<file path="config.mk">
export PLATFORM = sky130hd
export DESIGN_NAME = gol_ram
export DESIGN_NICKNAME = d
export VERILOG_FILES = /design/src/rtl/gol_ram.sv
export SDC_FILE = /design/constraint.sdc
export NUM_CORES = 2
export LEC_CHECK = 0
export BUFFER_PORTS_ARGS = -buffer_cell sky130_fd_sc_hd__buf_4
export CAP_MARGIN = 10
export CORE_UTILIZATION = 31
export CTS_BUF_LIST = sky130_fd_sc_hd__clkbuf_8 sky130_fd_sc_hd__clkbuf_16
export DETAILED_ROUTE_END_ITERATION = 8
export MAX_ROUTING_LAYER = met4
export PLACE_DENSITY = 0.55
export SYNTH_ARGS = -nofsm -noshare
export SYNTH_HDL_FRONTEND = slang
export SYNTH_SLANG_ARGS = --single-unit
</file>
<file path="constraint.sdc">
create_clock -name i_clk -period 18.05 [get_ports i_clk]
set_clock_uncertainty 0.2 [all_clocks]
set_input_delay 1.805 -clock i_clk [delete_from_list [all_inputs] [get_ports i_clk]]
set_output_delay 1.805 -clock i_clk [all_outputs]
set_load 0.005 [all_outputs]
</file>
<file path="src/rtl/gol_ram.sv">
// ----------------------------------------------------------------------------
// gol_ram: generic simple dual-port RAM
// One write port, one read port, read data registered.
// ----------------------------------------------------------------------------
module gol_ram #(
    parameter int WIDTH = 64,
    parameter int DEPTH = 64
) (
    input  logic                     i_clk,
    input  logic                     i_wr_en,
    input  logic [$clog2(DEPTH)-1:0] i_wr_addr,
    input  logic [WIDTH-1:0]         i_wr_data,
    input  logic                     i_rd_en,
    input  logic [$clog2(DEPTH)-1:0] i_rd_addr,
    output logic [WIDTH-1:0]         o_rd_data
);

    logic [WIDTH-1:0] r_mem [DEPTH];
    logic [WIDTH-1:0] r_rd_data;

    always_ff @(posedge i_clk) begin
        if (i_wr_en) begin
            r_mem[i_wr_addr] <= i_wr_data;
        end
        if (i_rd_en) begin
            r_rd_data <= r_mem[i_rd_addr];
        end
    end

    assign o_rd_data = r_rd_data;

endmodule

</file>
# After elaboration in Yosys (flattened, before gate mapping)
# Memories as Yosys holds them, arrays and structs flattened. A register that Yosys moved wholly into a read port is not among the register bits.
# Cells that the tools add are included.
[word_totals]
regBits = 0
mem_bits_rw = 4096
inputBits = 79
output_inout_bits = 64
word_cells = 3
mem_count = 1
[memory_table]
columns = ["memory", "words", "word_bits", "rd", "rd_clocked_by_memory_dff", "wr", "line_no", "source"]
rows = [
  ["r_mem", 64, 64, 1, 1, 1, "18", "logic [WIDTH-1:0] r_mem [DEPTH];"],
]
[op_classes]
mux = 2
[ops]
columns = ["op", "count"]
rows = [
  ["two-way mux 1 bit", 2],
]

# Depth between registers and ports, before layout
[logic_depth]
ltp_word = 2
mapped_depth = 9
mapped_depth_nobuf = 5

# Least setup slack after synthesis
# OpenSTA, ideal clock, no wires.
[synth_path]
path_kind = "input -> register"
start = "input i_wr_addr[3]"
end = "memory r_mem[48][0], enable pin"
setup_ns = 0.564
arrival_ns = 6.677
t_required_ns = 17.286
path_slack_ns = 10.609
cell_stages = 4
path_buffers = 1
cell_sequence = "clkbuf_1 > nor2b_1 > nand4b_1 > nor3_1"
[synth_lines]
columns = ["item", "line_no", "source"]
rows = [
  ["start: declaration", "11", "input logic [$clog2(DEPTH)-1:0] i_wr_addr,"],
  ["end: declaration", "18", ""],
]
# No word-level cell before the write port.

==> flow_summary.yaml <==
grt:
  grt_start_max_net_pins: 143
  grt_pass1_vias: 77100
  met2_usage: 0.294
  use_met3: 0.0292
  gr-total-overflow: 0
  grt_pass1_wl_um: 645000
  grtUsageTotal: 0.186
  use_met1: 0.255
  antenna_found_initial: 46
  top_usage_layer: "met2"
worst_setup_path:
  end_kind: "register"
  arrival_ns: 6.50
  worstSetupPathType: "input pin to register"
  crit_required_ns: 18.55
  cp-start-kind: "input pin"
  critical_path_peak_fanout: 84
power_and_ir_drop:
  p_leak_uw: 0.0555
  peakVddDrop_mv: 0.0918
  powerDensity_nw_per_um2: 113
die:
  rows: 260
  die-width_um: 714
  ios: 143
  start_util: 0.312
  die_area_um2: 509000
  dieHeight_um: 714
  coreArea_um2: 503000
clock_tree:
  holdBufCountCts: 0
  clkSlewWorstSetupHoldPaths_ns: 0.06
  cts_buffers: 425
  cts_buffer_depth: 4
  clock_sinks: 4160
  root_buffer: "clkbuf_16"
  postCtsResizedCells: 0
  h-tree-depth: 5
  cts_tree: "built"
  postCtsSetupRepairBufs: 0
  insertion_delay_ns: 1.01
routing:
  via_per_inst: 5.42
  ant_nets: 0
  drt_wl_total_um: 472000
  drt-pass1-iter-count: 6
  wl_per_cell_um: 33.6
  drt_iter0_drc: 9853
  drt_drc_violations_left: 0
  vias: 76300
synth:
  ys_ff_latch: 4160
  synth_area_leaders: "edfxtp_1 (80%), mux4_2 (15%), mux2i_1 (0.86%)"
  synth_top_area_frac: 0.796
  synth_cells: 6598
  post-synth-top-area-cell: "edfxtp_1"
  synth_cell_types: 32
  syn_area_per_cell_um2: 23.8
  synth_nets: 6677
  netlist_area_um2: 157000
  yosysSeqAreaShare: 0.796
  yosys_warnings: 0
timing:
  fin_crit_ns: 6.00
  tns_ns: 0
  max_freq_mhz: 167
  setup_viol: 0
  finalHoldViolCount: 0
  rsz0062_at_grt: "false"
  slew_headroom: 0.130
  worst_pin_slew_ns: 1.30
  drv_slew: 0
  finalCritPeriodShare: 0.332
cells_and_area:
  area_growth_pct: 15.1
  drive_gt1_frac: 0.283
  fin_area_um2: 181000
  utilization: 0.359
  nNetsFinal: 7080
  fillers: 45600
flow_run:
  drv_cap: 0
place:
  post_dp_cell_area_um2: 167000
  routabilityCongestion: 0.769
  portBuffers: 142
  dp_hpwl_um: 248000
run_status:
  status: "complete, no violations"
worst_hold_path:
  min_path_type: "register to register"
-- cell families after synthesis --
kind of cell | Yosys count | share of synthesized area
flip-flops | 4160 | 0.796
multiplexers | 1159 | 0.156
AO/OA/AOI/OAI | 504 | 0.0247
buffers and inverters | 389 | 0.0118
AND/OR/NAND/NOR | 386 | 0.0123
-- worst paths after layout --
kind                               startpoint       endpoint  slack (ns)  cells past startpoint
worst min-delay path            r_mem[36][32]  o_rd_data[32]        0.71                      4
worst max register to register   r_mem[8][26]  o_rd_data[26]       15.49                      5
worst min register to register  r_mem[36][32]  o_rd_data[32]        0.71                      4
worst max-delay path             i_rd_addr[0]  o_rd_data[33]       12.05                     10
-- layer usage --
| layer | wire length, um | vias up |
|---|---|---|
| li1 | - | 29400 |
| met2 | 226000 | 3497 |
| met5 | 0 | - |
| met1 | 198000 | 42600 |
| met4 | 12400 | 0 |
| met3 | 35600 | 700 |
-- cell type report --
type,count,area [um^2],share of cell area
Multi-Input combinational cell,2049,30800,0.170
Antenna cell,24,60.1,0.000332
Clock buffer,430,10800,0.0595
Tap cell,6681,8360,0.0463
Sequential cell,4160,125000,0.691
Timing Repair Buffer,346,2770,0.0153
Inverter,19,71.3,0.000395
Clock inverter,354,2970,0.0164
-- report_power, final --
part	leakage [uW]	switching, uW	internal (uW)
Clock	0.00704	3750	4940
Sequential	0.0375	42.8	10700
Combinational	0.0110	569	334
Total	0.0555	4360	16000
-- layout by cell type, fill, tap and decap left out, drive strengths merged, types with 83 or more instances in the layout --
cell type,netlist,final
buf,230,346
a22o,88,88
edfxtp,4160,4160
nor2,112,112
o22ai,83,83
mux2i,135,135
clkinv,0,211
clkbuf,140,430
a22oi,168,168
mux4,1024,1024
inv,19,110
-- stage by stage --
| step | setup slack [ns] | total power, uW | hold slack, ns | std cells |
|---|---|---|---|---|
| 6_report | 12.05 | 20400 | 0.708 | 14100 |
| 5_1_grt | 11.50 | 20900 | 0.770 | 14100 |
| 4_1_cts | 11.82 | 20500 | 0.714 | 14000 |
| 3_5_place_dp | 10.76 | 11900 | 0.700 | 13300 |
| 3_3_place_gp | 10.82 | 11900 | 0.702 | 13300 |
| 2_1_floorplan | 10.61 | 11400 | 0.665 | 6598 |
-- cells in the mapped netlist --
cell type,n
buf_6,6
and2_1,3
a2bb2oi_1,19
buf_4,34
o221ai_1,38
or3b_2,1
nor2b_1,28
a22oi_1,168
edfxtp_1,4160
or2_2,28
nand3_1,45
and3_1,64
nand4b_1,1
clkbuf_1,140
inv_1,19
a31oi_1,18
buf_2,170
buf_1,20
mux2i_1,135
or3_1,29
o22ai_1,83
a22o_1,88
nand3b_1,2
nor3_1,2
mux4_2,1024
nor2_1,112
a41oi_1,26
a31o_1,1
a211oi_1,63
nand2b_1,11
nand2_1,58
nand4_1,2
-- registers in the layout (all words and copies together) (netlist names) --
name,count
o_rd_data,64
r_mem,4096
-- critical path: stages --
cell	delay (ns)
buf_16	0.34
buf_4	0.79
buf_12	0.59
buf_4	0.78
buf_4	0.65
mux4_2	0.59
mux2i_1	0.15
nand2_1	0.09
a31oi_1	0.29
a211oi_1	0.08
(Power assumes the default switching activity.)
