--- config.mk ---
export PLATFORM = sky130hd
export DESIGN_NAME = gol_row_rule
export DESIGN_NICKNAME = d
export VERILOG_FILES = /design/src/rtl/gol_pkg.sv /design/src/rtl/gol_row_rule.sv
export SDC_FILE = /design/constraint.sdc
export NUM_CORES = 1
export LEC_CHECK = 0
export BUFFER_PORTS_ARGS = -buffer_cell sky130_fd_sc_hd__buf_2
export CORE_MARGIN = 2
export CORE_UTILIZATION = 53
export DETAILED_ROUTE_END_ITERATION = 8
export GPL_ROUTABILITY_DRIVEN = 0
export PLACE_DENSITY = 0.81
export SLEW_MARGIN = 10
export SYNTH_ARGS = -nofsm -noshare
export SYNTH_HDL_FRONTEND = slang
export SYNTH_SLANG_ARGS = --single-unit
--- constraint.sdc ---
create_clock -name vclk -period 4.4
set_input_delay 0.88 -clock vclk [all_inputs]
set_output_delay 0.88 -clock vclk [all_outputs]
set_load 0.005 [all_outputs]
--- src/rtl/gol_pkg.sv ---
// ----------------------------------------------------------------------------
// gol_pkg: shared types and constants for the life grid
// Operation codes and the B3/S23 neighbor thresholds.
// ----------------------------------------------------------------------------
package gol_pkg;

    typedef logic [1:0] t_op;
    typedef logic [3:0] t_count;

    localparam t_op OP_WRITE = 2'd0;
    localparam t_op OP_READ  = 2'd1;
    localparam t_op OP_STEP  = 2'd2;

    localparam t_count SURVIVE_MIN = 4'd2;
    localparam t_count SURVIVE_MAX = 4'd3;
    localparam t_count BIRTH_COUNT = 4'd3;

endpackage

--- src/rtl/gol_row_rule.sv ---
// ----------------------------------------------------------------------------
// gol_row_rule: next-generation row from a three-row window
// Counts the eight neighbors of every interior column and applies B3/S23.
// Edge columns, and the whole row when it is a border row, pass unchanged.
// ----------------------------------------------------------------------------
module gol_row_rule import gol_pkg::*; #(
    parameter int GRID_DIM = 64
) (
    input  logic [GRID_DIM-1:0] i_above,
    input  logic [GRID_DIM-1:0] i_mid,
    input  logic [GRID_DIM-1:0] i_below,
    input  logic                i_border_row,
    output logic [GRID_DIM-1:0] o_row
);

    for (genvar c = 0; c < GRID_DIM; c++) begin : g_col
        if (c == 0 || c == GRID_DIM - 1) begin : g_edge
            assign o_row[c] = i_mid[c];
        end else begin : g_inner
            t_count n;
            logic   alive;
            assign n = t_count'(i_above[c-1]) + t_count'(i_above[c]) + t_count'(i_above[c+1])
                     + t_count'(i_mid[c-1])                          + t_count'(i_mid[c+1])
                     + t_count'(i_below[c-1]) + t_count'(i_below[c]) + t_count'(i_below[c+1]);
            assign alive = i_mid[c] ? (n >= SURVIVE_MIN && n <= SURVIVE_MAX)
                                    : (n == BIRTH_COUNT);
            assign o_row[c] = i_border_row ? i_mid[c] : alive;
        end
    end

endmodule

## Word level (Yosys, flattened, before mapping)

Index checks and enable logic that the tools add are counted.

| word-level totals | value |
|---|---|
| output and inout port bits | 64 |
| memory bits (read-only) | 0 |
| input port bits | 193 |
| latch bits | 0 |
| memories | 0 |
| memory bits (writable) | 0 |
| logic and storage cells | 806 |
| register bits | 0 |

| operators by class | value |
|---|---|
| order comparisons | 124 |
| equality and inequality tests | 62 |
| multiply operators | 0 |
| mux-type cells | 124 |
| div/mod/pow operators | 0 |
| shifts and indexed selects | 0 |
| reduce and logical (&&, ||, !) cells | 62 |
| bitwise operators | 0 |
| add/sub/neg operators | 434 |

Operators by type and width:

| kind | number |
|---|---|
| 4-bit by 1-bit adder with 4-bit output | 248 |
| 3-bit by 1-bit adder with 4-bit output | 62 |
| 4-bit by 2-bit equality test with 1-bit output (second input constant) | 62 |
| 4-bit by 2-bit greater-or-equal comparator with 1-bit output (second input constant) | 62 |
| 4-bit by 2-bit <= comparator with 1-bit output (second input constant) | 62 |
| 2-bit by 1-bit adder with 3-bit output | 62 |
| 1-bit by 1-bit adder with 2-bit output | 62 |
| 1-bit 2-to-1 mux | 124 |
| 1-bit logical AND | 62 |

## Logic depth before layout (Yosys ltp)

| logic depth | value |
|---|---|
| word-level depth | 11 |
| mapped depth | 11 |
| mapped depth without buffers | 11 |

## Worst setup path after synthesis

Ideal clock, no wire load.

| path | value |
|---|---|
| path kind | input to output |
| from | input i_above[14] |
| to | output o_row[15] |
| setup slack | -0.090 ns |
| arrival | 3.610 ns |
| path buffers | 0 |
| required time | 3.520 ns |
| cell stages on the path | 11 |
| cell sequence | inv_1 fa_1 fa_1 fa_1 inv_1 ha_1 inv_1 fa_1 nor4b_1 a221oi_1 nor2_1 |

| on the way | value |
|---|---|
| longest elaborated chain between the ends | 11 |
| elaborated cells between the ends (all ways) | 13 |
| those cells by class | add/sub: 7; order compare: 2; eq/ne: 1; mux: 2; reduce/logical: 1 |

Ends and longest elaborated chain:

| element | line | source |
|---|---|---|
| from (decl) | gol_row_rule.sv:9 | `input logic [GRID_DIM-1:0] i_above,` |
| 1-bit by 1-bit adder with 2-bit output (*) | gol_row_rule.sv:22 | `assign n = t_count'(i_above[c-1]) + t_count'(i_above[c]) + t_count'(i_above[c+1])` |
| 2-bit by 1-bit adder with 3-bit output (*) | gol_row_rule.sv:22 |  |
| 3-bit by 1-bit adder with 4-bit output (*) | gol_row_rule.sv:23 | `+ t_count'(i_mid[c-1]) + t_count'(i_mid[c+1])` |
| 4-bit by 1-bit adder with 4-bit output (*) | gol_row_rule.sv:23 |  |
| 4-bit by 1-bit adder with 4-bit output (*) (3 in a row) | gol_row_rule.sv:24 | `+ t_count'(i_below[c-1]) + t_count'(i_below[c]) + t_count'(i_below[c+1]);` |
| 4-bit by 2-bit greater-or-equal comparator with 1-bit output or 4-bit by 2-bit <= comparator with 1-bit output (tied branches) | gol_row_rule.sv:25 | `assign alive = i_mid[c] ? (n >= SURVIVE_MIN && n <= SURVIVE_MAX)` |
| 1-bit logical AND | gol_row_rule.sv:25 |  |
| 1-bit 2-to-1 mux (*) | gol_row_rule.sv:25 |  |
| 1-bit 2-to-1 mux (*) | gol_row_rule.sv:27 | `assign o_row[c] = i_border_row ? i_mid[c] : alive;` |
| to (decl) | gol_row_rule.sv:13 | `output logic [GRID_DIM-1:0] o_row` |

Every way passes the cells marked *; elsewhere a longest branch is shown, timed or not.

## Worst setup path after layout

| path | value |
|---|---|
| from | input i_mid[36] |
| to | output o_row[37] |

| on the way | value |
|---|---|
| longest elaborated chain between the ends | 9 |
| elaborated cells between the ends (all ways) | 11 |
| those cells by class | add/sub: 5; order compare: 2; eq/ne: 1; mux: 2; reduce/logical: 1 |

Ends and longest elaborated chain:

| element | line | source |
|---|---|---|
| from (decl) | gol_row_rule.sv:10 | `input logic [GRID_DIM-1:0] i_mid,` |
| 3-bit by 1-bit adder with 4-bit output (*) | gol_row_rule.sv:23 |  |
| 4-bit by 1-bit adder with 4-bit output (*) | gol_row_rule.sv:23 |  |
| 4-bit by 1-bit adder with 4-bit output (*) (3 in a row) | gol_row_rule.sv:24 |  |
| 4-bit by 2-bit greater-or-equal comparator with 1-bit output or 4-bit by 2-bit <= comparator with 1-bit output (tied branches) | gol_row_rule.sv:25 |  |
| 1-bit logical AND | gol_row_rule.sv:25 |  |
| 1-bit 2-to-1 mux (*) | gol_row_rule.sv:25 |  |
| 1-bit 2-to-1 mux (*) | gol_row_rule.sv:27 |  |

Marks and branches as above.

==> results.txt <==
----------------------------------------------------
[Run status]
  Run status ... finished, violations left
  Violations in the final reports ... negative setup slack

[Cells and area]
  P&R area growth vs syn ... 37.6%
  Non-filler instance count after layout ... 2087
  Share of layout cells above drive strength 1 ... 41.6%
  Number of nets in the layout ... 2435
  Clock Buffer Count ... 0
  Fill cells ... 1366
  FF+latch count ... 0
  Flip-flop and latch area ... 0 um^2

[GRT]
  Antenna violations before repair ... 2
  Wire length of the first global-routing pass ... 54100 um
  Vias in the first global route ... 12304
  Pin count of the biggest net entering global routing ... 64
  Total Routing Usage GR ... 27.5%
  Aggregate global routing overflow ... 0

[Synthesis]
  Synthesized netlist net count ... 2002
  Adder-Cell Fraction of Synth Area ... 62.1%
  Mapped cell area ... 11700 um^2
  Post-synthesis instance total ... 1375
  Sequential fraction of the synthesis area ... 0%
  Share of synthesized cell area in and, or, nand and nor gates ... 11.0%
  Leading cell types by count after synthesis ... 554 x sky130_fd_sc_hd__inv_1, 248 x sky130_fd_sc_hd__fa_1, 186 x sky130_fd_sc_hd__ha_1, 122 x sky130_fd_sc_hd__nor2_1, 62 x sky130_fd_sc_hd__a21oi_1
  Multiplexer share of the synthesized area ... 0%
  Area share of the largest cell type after synthesis ... 42.3%
  Number of distinct standard cells referenced by the synthesized netlist ... 18
  Synthesized area per cell ... 8.54 um^2
  XOR/XNOR Fraction of Synth Area ... 0%
  Cell types occupying the most area after synthesis ... sky130_fd_sc_hd__fa_1 42%, sky130_fd_sc_hd__ha_1 20%, sky130_fd_sc_hd__inv_1 18%
  Largest family of logic cells by synthesized area ... adder cells
  Ys Warns ... 0
  Library cell with the largest summed area after synthesis ... sky130_fd_sc_hd__fa_1
  Post-synthesis compound-gate area fraction ... 7.84%
  Most frequent cell after synthesis ... sky130_fd_sc_hd__inv_1

[Worst setup path]
  Required time reported for the critical path endpoint ... 3.52 ns
  Critical Setup Path Class ... in2out
  Cells along the critical path ... buf_2, inv_2, fa_1, fa_1, fa_1, inv_1, ha_1, inv_1, fa_1, nor4b_2, a221oi_1, nor2_1, buf_2
  Sort of element at the start of the critical path ... input port
  Kind of end point of the critical path ... output port
  Buffer and inverter count on the worst path ... 5
  Max stage delay on crit path ... 0.58 ns
  Library cell appearing most often on the critical path ... sky130_fd_sc_hd__fa_1
  Kind of cell adding the most delay to the critical path ... adder cells
  Data arrival at the endpoint of the critical path ... 4.12 ns
  Cell type of the slowest stage on the worst timing path ... sky130_fd_sc_hd__fa_1
  Critical path fanouts, max ... 2

[STA]
  Setup slack after layout ... -0.604 ns
  Time the final worst path needs with I/O delays and setup ... 5.00 ns
  Fin Hold WS ... 1.95 ns
  Slew Limit Headroom ... 56.2%
  Setup violators final ... 62
  Fin crit share ... 114%
  Final max-slew violation count ... 0
  Slew of the pin with the lowest slew margin ... 0.657 ns
  Max frequency ... 200 MHz
  Setup repair after global routing missed its margin ... yes
  Total negative setup slack ... -23.82 ns
  Hold Violations, Final ... 0

[Min path]
  Min-delay src ... i_mid[63]
  Hold path depth ... 2
  Worst Hold Path EP ... o_row[63]
  Kind of path behind the tightest hold check ... in2out

[Place]
  DP Cell Count ... 2068
  I/O Buffers ... 257
  Half-perimeter wire length of the detailed placement result ... 26200 um

[Drt]
  Average vias per placed instance ... 5.25
  DR vias ... 10958
  Routed Antenna Nets ... 0
  Total routed wirelength ... 34900 um
  Violation count after the first detailed-route iteration ... 465
  # DRC ... 0
  Wire per inst ... 16.7 um
  DR pass1 iterations ... 5

[Die]
  Number of I/O pins ... 257
  Count of standard-cell rows ... 54
  Floorplan Core Area ... 21800 um^2
  Die boundary height ... 153 um
  Initial Utilization ... 54.0%
  Floorplan die area ... 23400 um^2
  Chip width ... 153 um

[Power and ir drop]
  Fraction of power spent switching nets ... 53.5%
  Leakage power of the design ... 8.75 nW
  Share of power burned in combinational logic ... 100.0%
  Power Density ... 251 nW/um^2
  Internal power ... 1.88 mW
  Share of power burned in the clock network ... 0%
  Maximum vdd drop ... 166 uV
  Switching component of the power ... 2.17 mW
  Sequential group share of total power ... 0%

[Flow run]
  Number of maximum-capacitance constraint violations ... 0

[CTS]
  Post-CTS Hold Buffers ... 0

----------------------------------------------------
[worst max path at each step]
stage                start         to  depth (start not counted)
6_report         i_mid[36]  o_row[37]                         13
5_1_grt          i_mid[36]  o_row[37]                         13
4_1_cts        i_above[30]  o_row[30]                         13
3_5_place_dp   i_above[12]  o_row[13]                         13
3_3_place_gp   i_above[12]  o_row[13]                         13
2_1_floorplan  i_above[31]  o_row[32]                         11
[power groups by stage]
| stage | Sequential [mW] | Clock (mW) | Combinational [mW] |
|---|---|---|---|
| 2_1_floorplan | 0 | 0 | 2.38 |
| 3_3_place_gp | 0 | 0 | 3.16 |
| 3_5_place_dp | 0 | 0 | 3.42 |
| 4_1_cts | 0 | 0 | 3.61 |
| 5_1_grt | 0 | 0 | 4.54 |
| 6_report | 0 | 0.0000000304 | 4.06 |
[metrics by stage]
stage | area [um^2] | total power, mW | utilization, % | setup slack, ns
after CTS | 15500 | 3.61 | 71.2 | -0.480
after global routing | 16200 | 4.54 | 74.2 | -0.703
after floorplan | 12100 | 2.38 | - | -0.0576
final | 16200 | 4.06 | 74.3 | -0.604
after detailed placement | 14800 | 3.42 | 68.2 | -0.541
after global placement | 14800 | 3.16 | 68.2 | -0.465
[area by class of cell]
| cell class | instances | area (um^2) | share of cell area [%] |
|---|---|---|---|
| inverter | 555 | 2200 | 13.6 |
| antenna | 1 | 2.50 | 0.0155 |
| tap | 280 | 350 | 2.17 |
| timing repair buffer | 446 | 3180 | 19.7 |
| multi-input combinational | 805 | 10400 | 64.5 |
[layout by cell type, fill, tap and decap left out, types with 26 or more instances in the layout]
cell | netlist | final
sky130_fd_sc_hd__nand2_1 | 61 | 61
sky130_fd_sc_hd__inv_2 | 0 | 103
sky130_fd_sc_hd__buf_6 | 11 | 30
sky130_fd_sc_hd__buf_2 | 0 | 197
sky130_fd_sc_hd__nor4b_2 | 7 | 42
sky130_fd_sc_hd__buf_8 | 0 | 27
sky130_fd_sc_hd__a221oi_2 | 10 | 35
sky130_fd_sc_hd__ha_2 | 0 | 33
sky130_fd_sc_hd__a221oi_1 | 51 | 26
sky130_fd_sc_hd__a21oi_1 | 62 | 62
sky130_fd_sc_hd__nor2_1 | 122 | 119
sky130_fd_sc_hd__inv_1 | 554 | 408
sky130_fd_sc_hd__fa_1 | 248 | 231
sky130_fd_sc_hd__inv_4 | 0 | 40
sky130_fd_sc_hd__buf_4 | 4 | 191
sky130_fd_sc_hd__ha_1 | 186 | 140
[logic make-up (layout without fill, tap and decap cells)]
kind of cell,Yosys count,count (layout)
fa+ha+maj,434,434
buf+inv,570,1001
simple gates,246,246
other cells,0,1
compound gates,125,125
[metal layers]
layer / vias up / track usage (%) / share of wire (%)
li1: 5009 / - / -
met1: 5378 / 31.6 / 36
met2: 443 / 54.5 / 54
met3: 126 / 1.87 / 5.1
met4: 2 / 7.80 / 4.4
met5: - / 0 / 0.031
[what timing repair did]
item / 4_1_cts / 5_1_grt
resized for setup: 217 / 195
endpoints found under the setup margin: 62 / 62
buffers inserted: 12 / 6
pin swaps: 118 / 125
No activity file was read; power rests on OpenSTA's default activity.
